File: src/gkd_pkg.sv
`timescale 1ns / 1ps
`default_nettype none
// ----------------------------------------------------------------------------
// gkd_pkg
// shared types and codes of the multi-key debouncer
// ----------------------------------------------------------------------------
package gkd_pkg;

    localparam int CFG_INDEX_W  = 2;
    localparam int KEY_INDEX_W  = 5;
    localparam int KEYS_USED_W  = 6;
    localparam int TICKS_W      = 16;
    localparam int MASK_W       = 32;

    // configuration register indexes
    localparam logic [CFG_INDEX_W-1:0] CFG_KEYS_USED      = 2'd0;
    localparam logic [CFG_INDEX_W-1:0] CFG_DEBOUNCE_TICKS = 2'd1;
    localparam logic [CFG_INDEX_W-1:0] CFG_ACTIVE_LEVELS  = 2'd2;

    // reset values of the configuration registers
    localparam logic [KEYS_USED_W-1:0] KEYS_USED_RESET      = 6'd32;
    localparam logic [TICKS_W-1:0]     DEBOUNCE_TICKS_RESET = 16'd6;
    localparam logic [MASK_W-1:0]      ACTIVE_LEVELS_RESET  = 32'hFFFF_FFFF;

    // input item opcodes
    localparam logic OP_EDGE = 1'b0;
    localparam logic OP_TICK = 1'b1;

    // result item kinds
    localparam logic EVT_KEY  = 1'b0;
    localparam logic EVT_SYNC = 1'b1;

    typedef enum logic [1:0] {
        ST_IDLE,
        ST_SCAN,
        ST_SYNC
    } state_t;

endpackage
`default_nettype wire

File: src/gpio_key_debouncer_core.sv
`timescale 1ns / 1ps
`default_nettype none
// an edge item or a tick item is taken only while idle and gives no result,
// except the tick that expires the countdown; that one starts a scan.
// a scan steps through min(MAX_KEYS, 32) key slots one per cycle while the output
// is not stalled, on a single bit comparator, then emits the sync marker.
// no item is taken during a scan.
// reset clears stored levels, pending set, countdown and config to defaults.
// ----------------------------------------------------------------------------
// gpio_key_debouncer_core
// multi-key debouncer: pending set, debounce countdown and serial key scan
// ----------------------------------------------------------------------------
module gpio_key_debouncer_core #(
    parameter int MAX_KEYS = 32
) (
    input  wire logic                           clk,
    input  wire logic                           rst_n,

    input  wire logic                           cfg_valid,
    output logic                                cfg_ready,
    input  wire logic [gkd_pkg::CFG_INDEX_W-1:0] cfg_index,
    input  wire logic [gkd_pkg::MASK_W-1:0]     cfg_data,

    input  wire logic                           item_valid,
    output logic                                item_stall,
    input  wire logic                           opcode,
    input  wire logic [gkd_pkg::MASK_W-1:0]     edge_mask,
    input  wire logic [gkd_pkg::MASK_W-1:0]     pin_levels,

    output logic                                evt_valid,
    input  wire logic                           evt_stall,
    output logic                                event_kind,
    output logic [gkd_pkg::KEY_INDEX_W-1:0]     key_index,
    output logic                                pressed,
    output logic                                last
);

    localparam int NUM_SLOTS = (MAX_KEYS < 32) ? MAX_KEYS : 32;

    gkd_pkg::state_t state_reg, state_next;

    logic [gkd_pkg::KEYS_USED_W-1:0] keys_used_reg;
    logic [gkd_pkg::TICKS_W-1:0]     debounce_ticks_reg;
    logic [gkd_pkg::MASK_W-1:0]      active_levels_reg;

    logic [gkd_pkg::TICKS_W-1:0]     countdown_reg, countdown_next;
    logic [NUM_SLOTS-1:0]            pending_reg, pending_next;
    logic [NUM_SLOTS-1:0]            levels_reg, levels_next;
    logic [NUM_SLOTS-1:0]            pin_snap_reg, pin_snap_next;
    logic [NUM_SLOTS-1:0]            act_snap_reg, act_snap_next;
    logic [gkd_pkg::KEY_INDEX_W-1:0] idx_reg, idx_next;

    logic                            evt_valid_reg, evt_valid_next;
    logic                            event_kind_reg, event_kind_next;
    logic [gkd_pkg::KEY_INDEX_W-1:0] key_index_reg, key_index_next;
    logic                            pressed_reg, pressed_next;
    logic                            last_reg, last_next;

    logic                            out_free;
    logic [NUM_SLOTS-1:0]            slot_mask;
    logic                            new_level;

    // slots below the number of keys in use take part in the scan
    always_comb
    begin
        for (int i = 0; i < NUM_SLOTS; i++)
        begin
            slot_mask[i] = (gkd_pkg::KEYS_USED_W'(i) < keys_used_reg);
        end
    end

    assign cfg_ready = 1'b1;

    always_ff @(posedge clk or negedge rst_n)
    begin
        if (!rst_n)
        begin
            keys_used_reg      <= gkd_pkg::KEYS_USED_RESET;
            debounce_ticks_reg <= gkd_pkg::DEBOUNCE_TICKS_RESET;
            active_levels_reg  <= gkd_pkg::ACTIVE_LEVELS_RESET;
        end
        else if (cfg_valid && cfg_ready)
        begin
            unique case (cfg_index)
                gkd_pkg::CFG_KEYS_USED:
                    keys_used_reg <= cfg_data[gkd_pkg::KEYS_USED_W-1:0];
                gkd_pkg::CFG_DEBOUNCE_TICKS:
                    debounce_ticks_reg <= cfg_data[gkd_pkg::TICKS_W-1:0];
                gkd_pkg::CFG_ACTIVE_LEVELS:
                    active_levels_reg <= cfg_data;
                default:
                    ;
            endcase
        end
    end

    always_ff @(posedge clk or negedge rst_n)
    begin
        if (!rst_n)
        begin
            state_reg <= gkd_pkg::ST_IDLE;
        end
        else
        begin
            state_reg <= state_next;
        end
    end

    always_ff @(posedge clk or negedge rst_n)
    begin
        if (!rst_n)
        begin
            countdown_reg <= '0;
            pending_reg   <= '0;
            levels_reg    <= '0;
            idx_reg       <= '0;
            evt_valid_reg <= 1'b0;
        end
        else
        begin
            countdown_reg <= countdown_next;
            pending_reg   <= pending_next;
            levels_reg    <= levels_next;
            idx_reg       <= idx_next;
            evt_valid_reg <= evt_valid_next;
        end
    end

    always_ff @(posedge clk)
    begin
        pin_snap_reg   <= pin_snap_next;
        act_snap_reg   <= act_snap_next;
        event_kind_reg <= event_kind_next;
        key_index_reg  <= key_index_next;
        pressed_reg    <= pressed_next;
        last_reg       <= last_next;
    end

    always_comb
    begin
        state_next      = state_reg;
        countdown_next  = countdown_reg;
        pending_next    = pending_reg;
        levels_next     = levels_reg;
        pin_snap_next   = pin_snap_reg;
        act_snap_next   = act_snap_reg;
        idx_next        = idx_reg;
        evt_valid_next  = evt_valid_reg && evt_stall;
        event_kind_next = event_kind_reg;
        key_index_next  = key_index_reg;
        pressed_next    = pressed_reg;
        last_next       = last_reg;
        out_free        = !evt_valid_reg || !evt_stall;
        new_level       = pending_reg[0] ? pin_snap_reg[0] : levels_reg[0];
        item_stall      = (state_reg != gkd_pkg::ST_IDLE);

        unique case (state_reg)
            gkd_pkg::ST_IDLE:
            begin
                if (item_valid)
                begin
                    if (opcode == gkd_pkg::OP_EDGE)
                    begin
                        pending_next   = pending_reg | edge_mask[NUM_SLOTS-1:0];
                        countdown_next = (debounce_ticks_reg == '0) ?
                                         gkd_pkg::TICKS_W'(1) : debounce_ticks_reg;
                    end
                    else if (countdown_reg != '0)
                    begin
                        countdown_next = countdown_reg - gkd_pkg::TICKS_W'(1);
                        if (countdown_reg == gkd_pkg::TICKS_W'(1))
                        begin
                            pin_snap_next = pin_levels[NUM_SLOTS-1:0];
                            act_snap_next = active_levels_reg[NUM_SLOTS-1:0];
                            pending_next  = pending_reg & slot_mask;
                            idx_next      = '0;
                            state_next    = gkd_pkg::ST_SCAN;
                        end
                    end
                end
            end

            gkd_pkg::ST_SCAN:
            begin
                if (out_free)
                begin
                    if (pending_reg[0] && (pin_snap_reg[0] != levels_reg[0]))
                    begin
                        evt_valid_next  = 1'b1;
                        event_kind_next = gkd_pkg::EVT_KEY;
                        key_index_next  = idx_reg;
                        pressed_next    = (pin_snap_reg[0] == act_snap_reg[0]);
                        last_next       = 1'b0;
                    end
                    // slot 0 of each vector is the key under test; levels rotate
                    levels_next                = levels_reg >> 1;
                    levels_next[NUM_SLOTS-1]   = new_level;
                    pending_next               = pending_reg >> 1;
                    pin_snap_next              = pin_snap_reg >> 1;
                    act_snap_next              = act_snap_reg >> 1;
                    idx_next                   = idx_reg + gkd_pkg::KEY_INDEX_W'(1);
                    if (idx_reg == gkd_pkg::KEY_INDEX_W'(NUM_SLOTS - 1))
                    begin
                        state_next = gkd_pkg::ST_SYNC;
                    end
                end
            end

            gkd_pkg::ST_SYNC:
            begin
                if (out_free)
                begin
                    evt_valid_next  = 1'b1;
                    event_kind_next = gkd_pkg::EVT_SYNC;
                    key_index_next  = '0;
                    pressed_next    = 1'b0;
                    last_next       = 1'b1;
                    pending_next    = '0;
                    state_next      = gkd_pkg::ST_IDLE;
                end
            end

            default:
            begin
                state_next = gkd_pkg::ST_IDLE;
            end
        endcase
    end

    assign evt_valid  = evt_valid_reg;
    assign event_kind = event_kind_reg;
    assign key_index  = key_index_reg;
    assign pressed    = pressed_reg;
    assign last       = last_reg;

endmodule
`default_nettype wire

File: config.mk
export PLATFORM = sky130hd
export DESIGN_NAME = gpio_key_debouncer_core
export DESIGN_NICKNAME = d
export VERILOG_FILES = /design/src/gkd_pkg.sv /design/src/gpio_key_debouncer_core.sv
export SDC_FILE = /design/constraint.sdc
export NUM_CORES = 1
export LEC_CHECK = 0
export BUFFER_PORTS_ARGS = -buffer_cell sky130_fd_sc_hd__clkbuf_2
export CAP_MARGIN = 10
export CORE_MARGIN = 5
export CORE_UTILIZATION = 45
export CTS_CLUSTER_DIAMETER = 60
export DETAILED_ROUTE_END_ITERATION = 10
export PLACE_DENSITY = 0.67
export SLEW_MARGIN = 30
export SYNTH_ARGS = -nofsm -noshare
export SYNTH_HDL_FRONTEND = slang
export SYNTH_SLANG_ARGS = --single-unit
File: constraint.sdc
create_clock -name clk -period 8.68 [get_ports clk]
set_input_delay 1.736 -clock clk [delete_from_list [all_inputs] [get_ports clk]]
set_output_delay 1.736 -clock clk [all_outputs]
set_load 0.01 [all_outputs]
==> impl_metrics.ini <==
[status]
status = completed

[placement]
gp_congestion = 0.819
io_buffer_count = 113
hpwl_um = 13400

[timing]
fin_crit_sh_pct = 41.0
finalHoldViolCount = 0
slew_headroom_pct = 41.3
finalClockSkew_ns = 0.00838
period_needed_ns = 3.56
whs_ns = 0.489
setup_viol = 0
rsz0062_at_grt = no
max_freq_mhz = 281
tightest_slew_ns = 0.880
fin_setup_tns_ns = 0
slew_viol_final = 0

[global_route]
grt_pass1_wl_um = 34300
grt_pass1_vias = 6515
gr-total-overflow = 0
grt_usage_pct = 16.9
grt_max_degree = 80
antenna_found_initial = 1

[cells_and_area]
drive_gt1_share_pct = 39.5
final_cell_mix = mux2_2 (148), clkbuf_2 (112), dfrtp_1 (107), edfxtp_1 (71), a21oi_1 (51)
synthToLayoutAreaGrowth_pct = 15.9
num-fill-cells = 1881
final_common_cell = mux2_2
diodes = 0
fin_util_pct = 52.5
finalNetCount = 995

[setup_path]
crit_buf_inv = 4
crit_path_end_kind = flop
cp_cell_sequence = clkbuf_2 > and2_1 > nor2_2 > buf_4 > a21oi_1 > a21o_1 > inv_2 > buf_4
worstPathArrival_ns = 3.69
critPathMostFrequentCell = buf_4
cpPeakStageDelay_ns = 0.63
required_ns = 8.81
worstPathMaxFanout = 64
cp-start-kind = input port
crit_type = input port to flop
critPathTopFamily = buffers and inverters
critPathSlowestCell = buf_4

[clocking]
cts_hold_buf = 0
cts_max_level = 1
ctsResizeCount = 0
post_cts_buffers = 0
clock_path_buffers = 3
clk_pin_slew_ns = 0.06
cts_tree = yes
numCtsBuffers = 24
insertion_delay_ns = 0.51
cts_root_buffer = clkbuf_16
cts_sinks = 213

[pwr]
power_per_cell_area_nw_per_um2 = 227
cellLeakagePower_nw = 4.67
irDropWorstVdd_mv = 0.146

[synthesis]
synth_cell_types = 64
synth_area_um2 = 9830
yosys_warnings = 0
async_flop_share_pct = 66.7
netlist_instances = 788
ys_seq_area_share_pct = 58.3
ys_ff_latch = 213
synth_top_area_share_pct = 27.2
synth_flop_cell = dfrtp_1
synth-edff-count = 71
syn_nets = 900
synth.area.top_cells = dfrtp_1 (27%), edfxtp_1 (22%), mux2_2 (17%)
synth_top_area_cell = dfrtp_1
avgSynthCellArea_um2 = 12.5

[die]
rows = 54
dieArea_um2 = 24900
die_w_um = 158
start_util_pct = 45.3
die_y_um = 158
core_area_um2 = 21700
io_pins = 115

[detailed_routing]
num_vias = 6549
routed_wl_um = 20800
routedWlPerCell_um = 17.6
first_iter_violations = 451
first_pass_iters = 5
antenna_left = 0
via_per_inst = 5.55
drc = 0

[run]
drv_cap = 0

[min_path]
min_path_type = flop to flop
-- final timing paths --
path	endpoint	slack, ns	cells past startpoint	start
worst max-delay path	pin_snap_reg[8]$_DFFE_PP_	5.12	8	evt_stall
worst min register to register	levels_reg[11]$_DFFE_PN0P_	0.49	1	levels_reg[12]$_DFFE_PN0P_
worst min-delay path	levels_reg[11]$_DFFE_PN0P_	0.49	1	levels_reg[12]$_DFFE_PN0P_
worst max register to register	pin_snap_reg[8]$_DFFE_PP_	5.28	9	state_reg[1]$_DFFE_PN0P_
max in group asynchronous	levels_reg[23]$_DFFE_PN0P_	6.14	2	rst_n
min in group asynchronous	idx_reg[4]$_DFFE_PN0P_	1.26	1	rst_n
-- per-stage QoR --
step | area, um^2 | power [mW] | setup WS [ns] | cells
floorplan | 9830 | 1.53 | 4.33 | 788
global placement | 10600 | 1.63 | 4.60 | 1136
detailed placement | 10600 | 1.65 | 4.59 | 1136
CTS | 11400 | 2.61 | 4.71 | 1180
global route | 11400 | 2.72 | 4.92 | 1181
finish | 11400 | 2.58 | 5.12 | 1181
-- cell families after synthesis --
logic type / after synthesis / synth area share (%)
compound gates: 173 / 11.1
flops: 213 / 58.3
simple gates: 168 / 8.78
other cells: 1 / 0.0381
fa+ha+maj: 8 / 1.02
mux: 157 / 17.9
xor+xnor: 2 / 0.178
buf+inv: 66 / 2.67
-- layout make-up --
class                           instances  area (um^2)  share of cell area, %
Tap cell                              280          350                   3.07
Clock buffer                           33          686                   6.02
Clock inverter                         11         71.3                  0.626
Sequential cell                       213         5730                   50.3
Timing Repair Buffer                  120          637                   5.59
Inverter                               15         56.3                  0.494
Multi-Input combinational cell        509         3860                   33.9
-- synth_stat cells (all sizes together) (3+ instances only) --
library cell / count
dfstp: 35
or4: 5
nand3b: 3
a32oi: 4
and2: 4
inv: 14
a21oi: 51
o22ai: 5
buf: 12
nand4: 4
nand3: 11
o21ai: 46
o221a: 3
dfrtp: 107
edfxtp: 71
nor2: 43
a31oi: 6
mux2i: 8
ha: 8
o32ai: 3
nor3: 14
o21a: 4
nor2b: 7
a22oi: 15
mux2: 149
nor4: 12
o2bb2ai: 3
a21o: 7
nand2: 48
clkbuf: 39
o41ai: 3
a211oi: 8
a221oi: 3
and3: 4
-- worst register-to-register path, delay by kind of cell (launching register included) --
kind	cells	cell delay (ns)
buffers and inverters	5	1.57
DFF	1	0.39
AOI/OAI and AO/OA	2	0.35
and+or+nand+nor	1	0.17
adders and majority gates	1	0.45
-- power by group --
| group | switching [mW] | leakage (nW) | total, mW | internal [mW] |
|---|---|---|---|---|
| Sequential | 0.116 | 2.33 | 1.30 | 1.18 |
| Clock | 0.399 | 0.378 | 0.954 | 0.556 |
| Combinational | 0.155 | 1.96 | 0.331 | 0.176 |
-- per-layer routing --
metal / track usage, % / part of all wire (%) / wire, um / vias to the layer above
met2: 25.9 / 45 / 9430 / 185
met3: 3.72 / 6.5 / 1360 / 26
met4: 4.55 / 1.9 / 397 / 2
met5: 0 / 0.096 / 20 / -
met1: 24.3 / 46 / 9550 / 3216
li1: - / - / - / 3120
No activity file was read; power rests on OpenSTA's default activity.
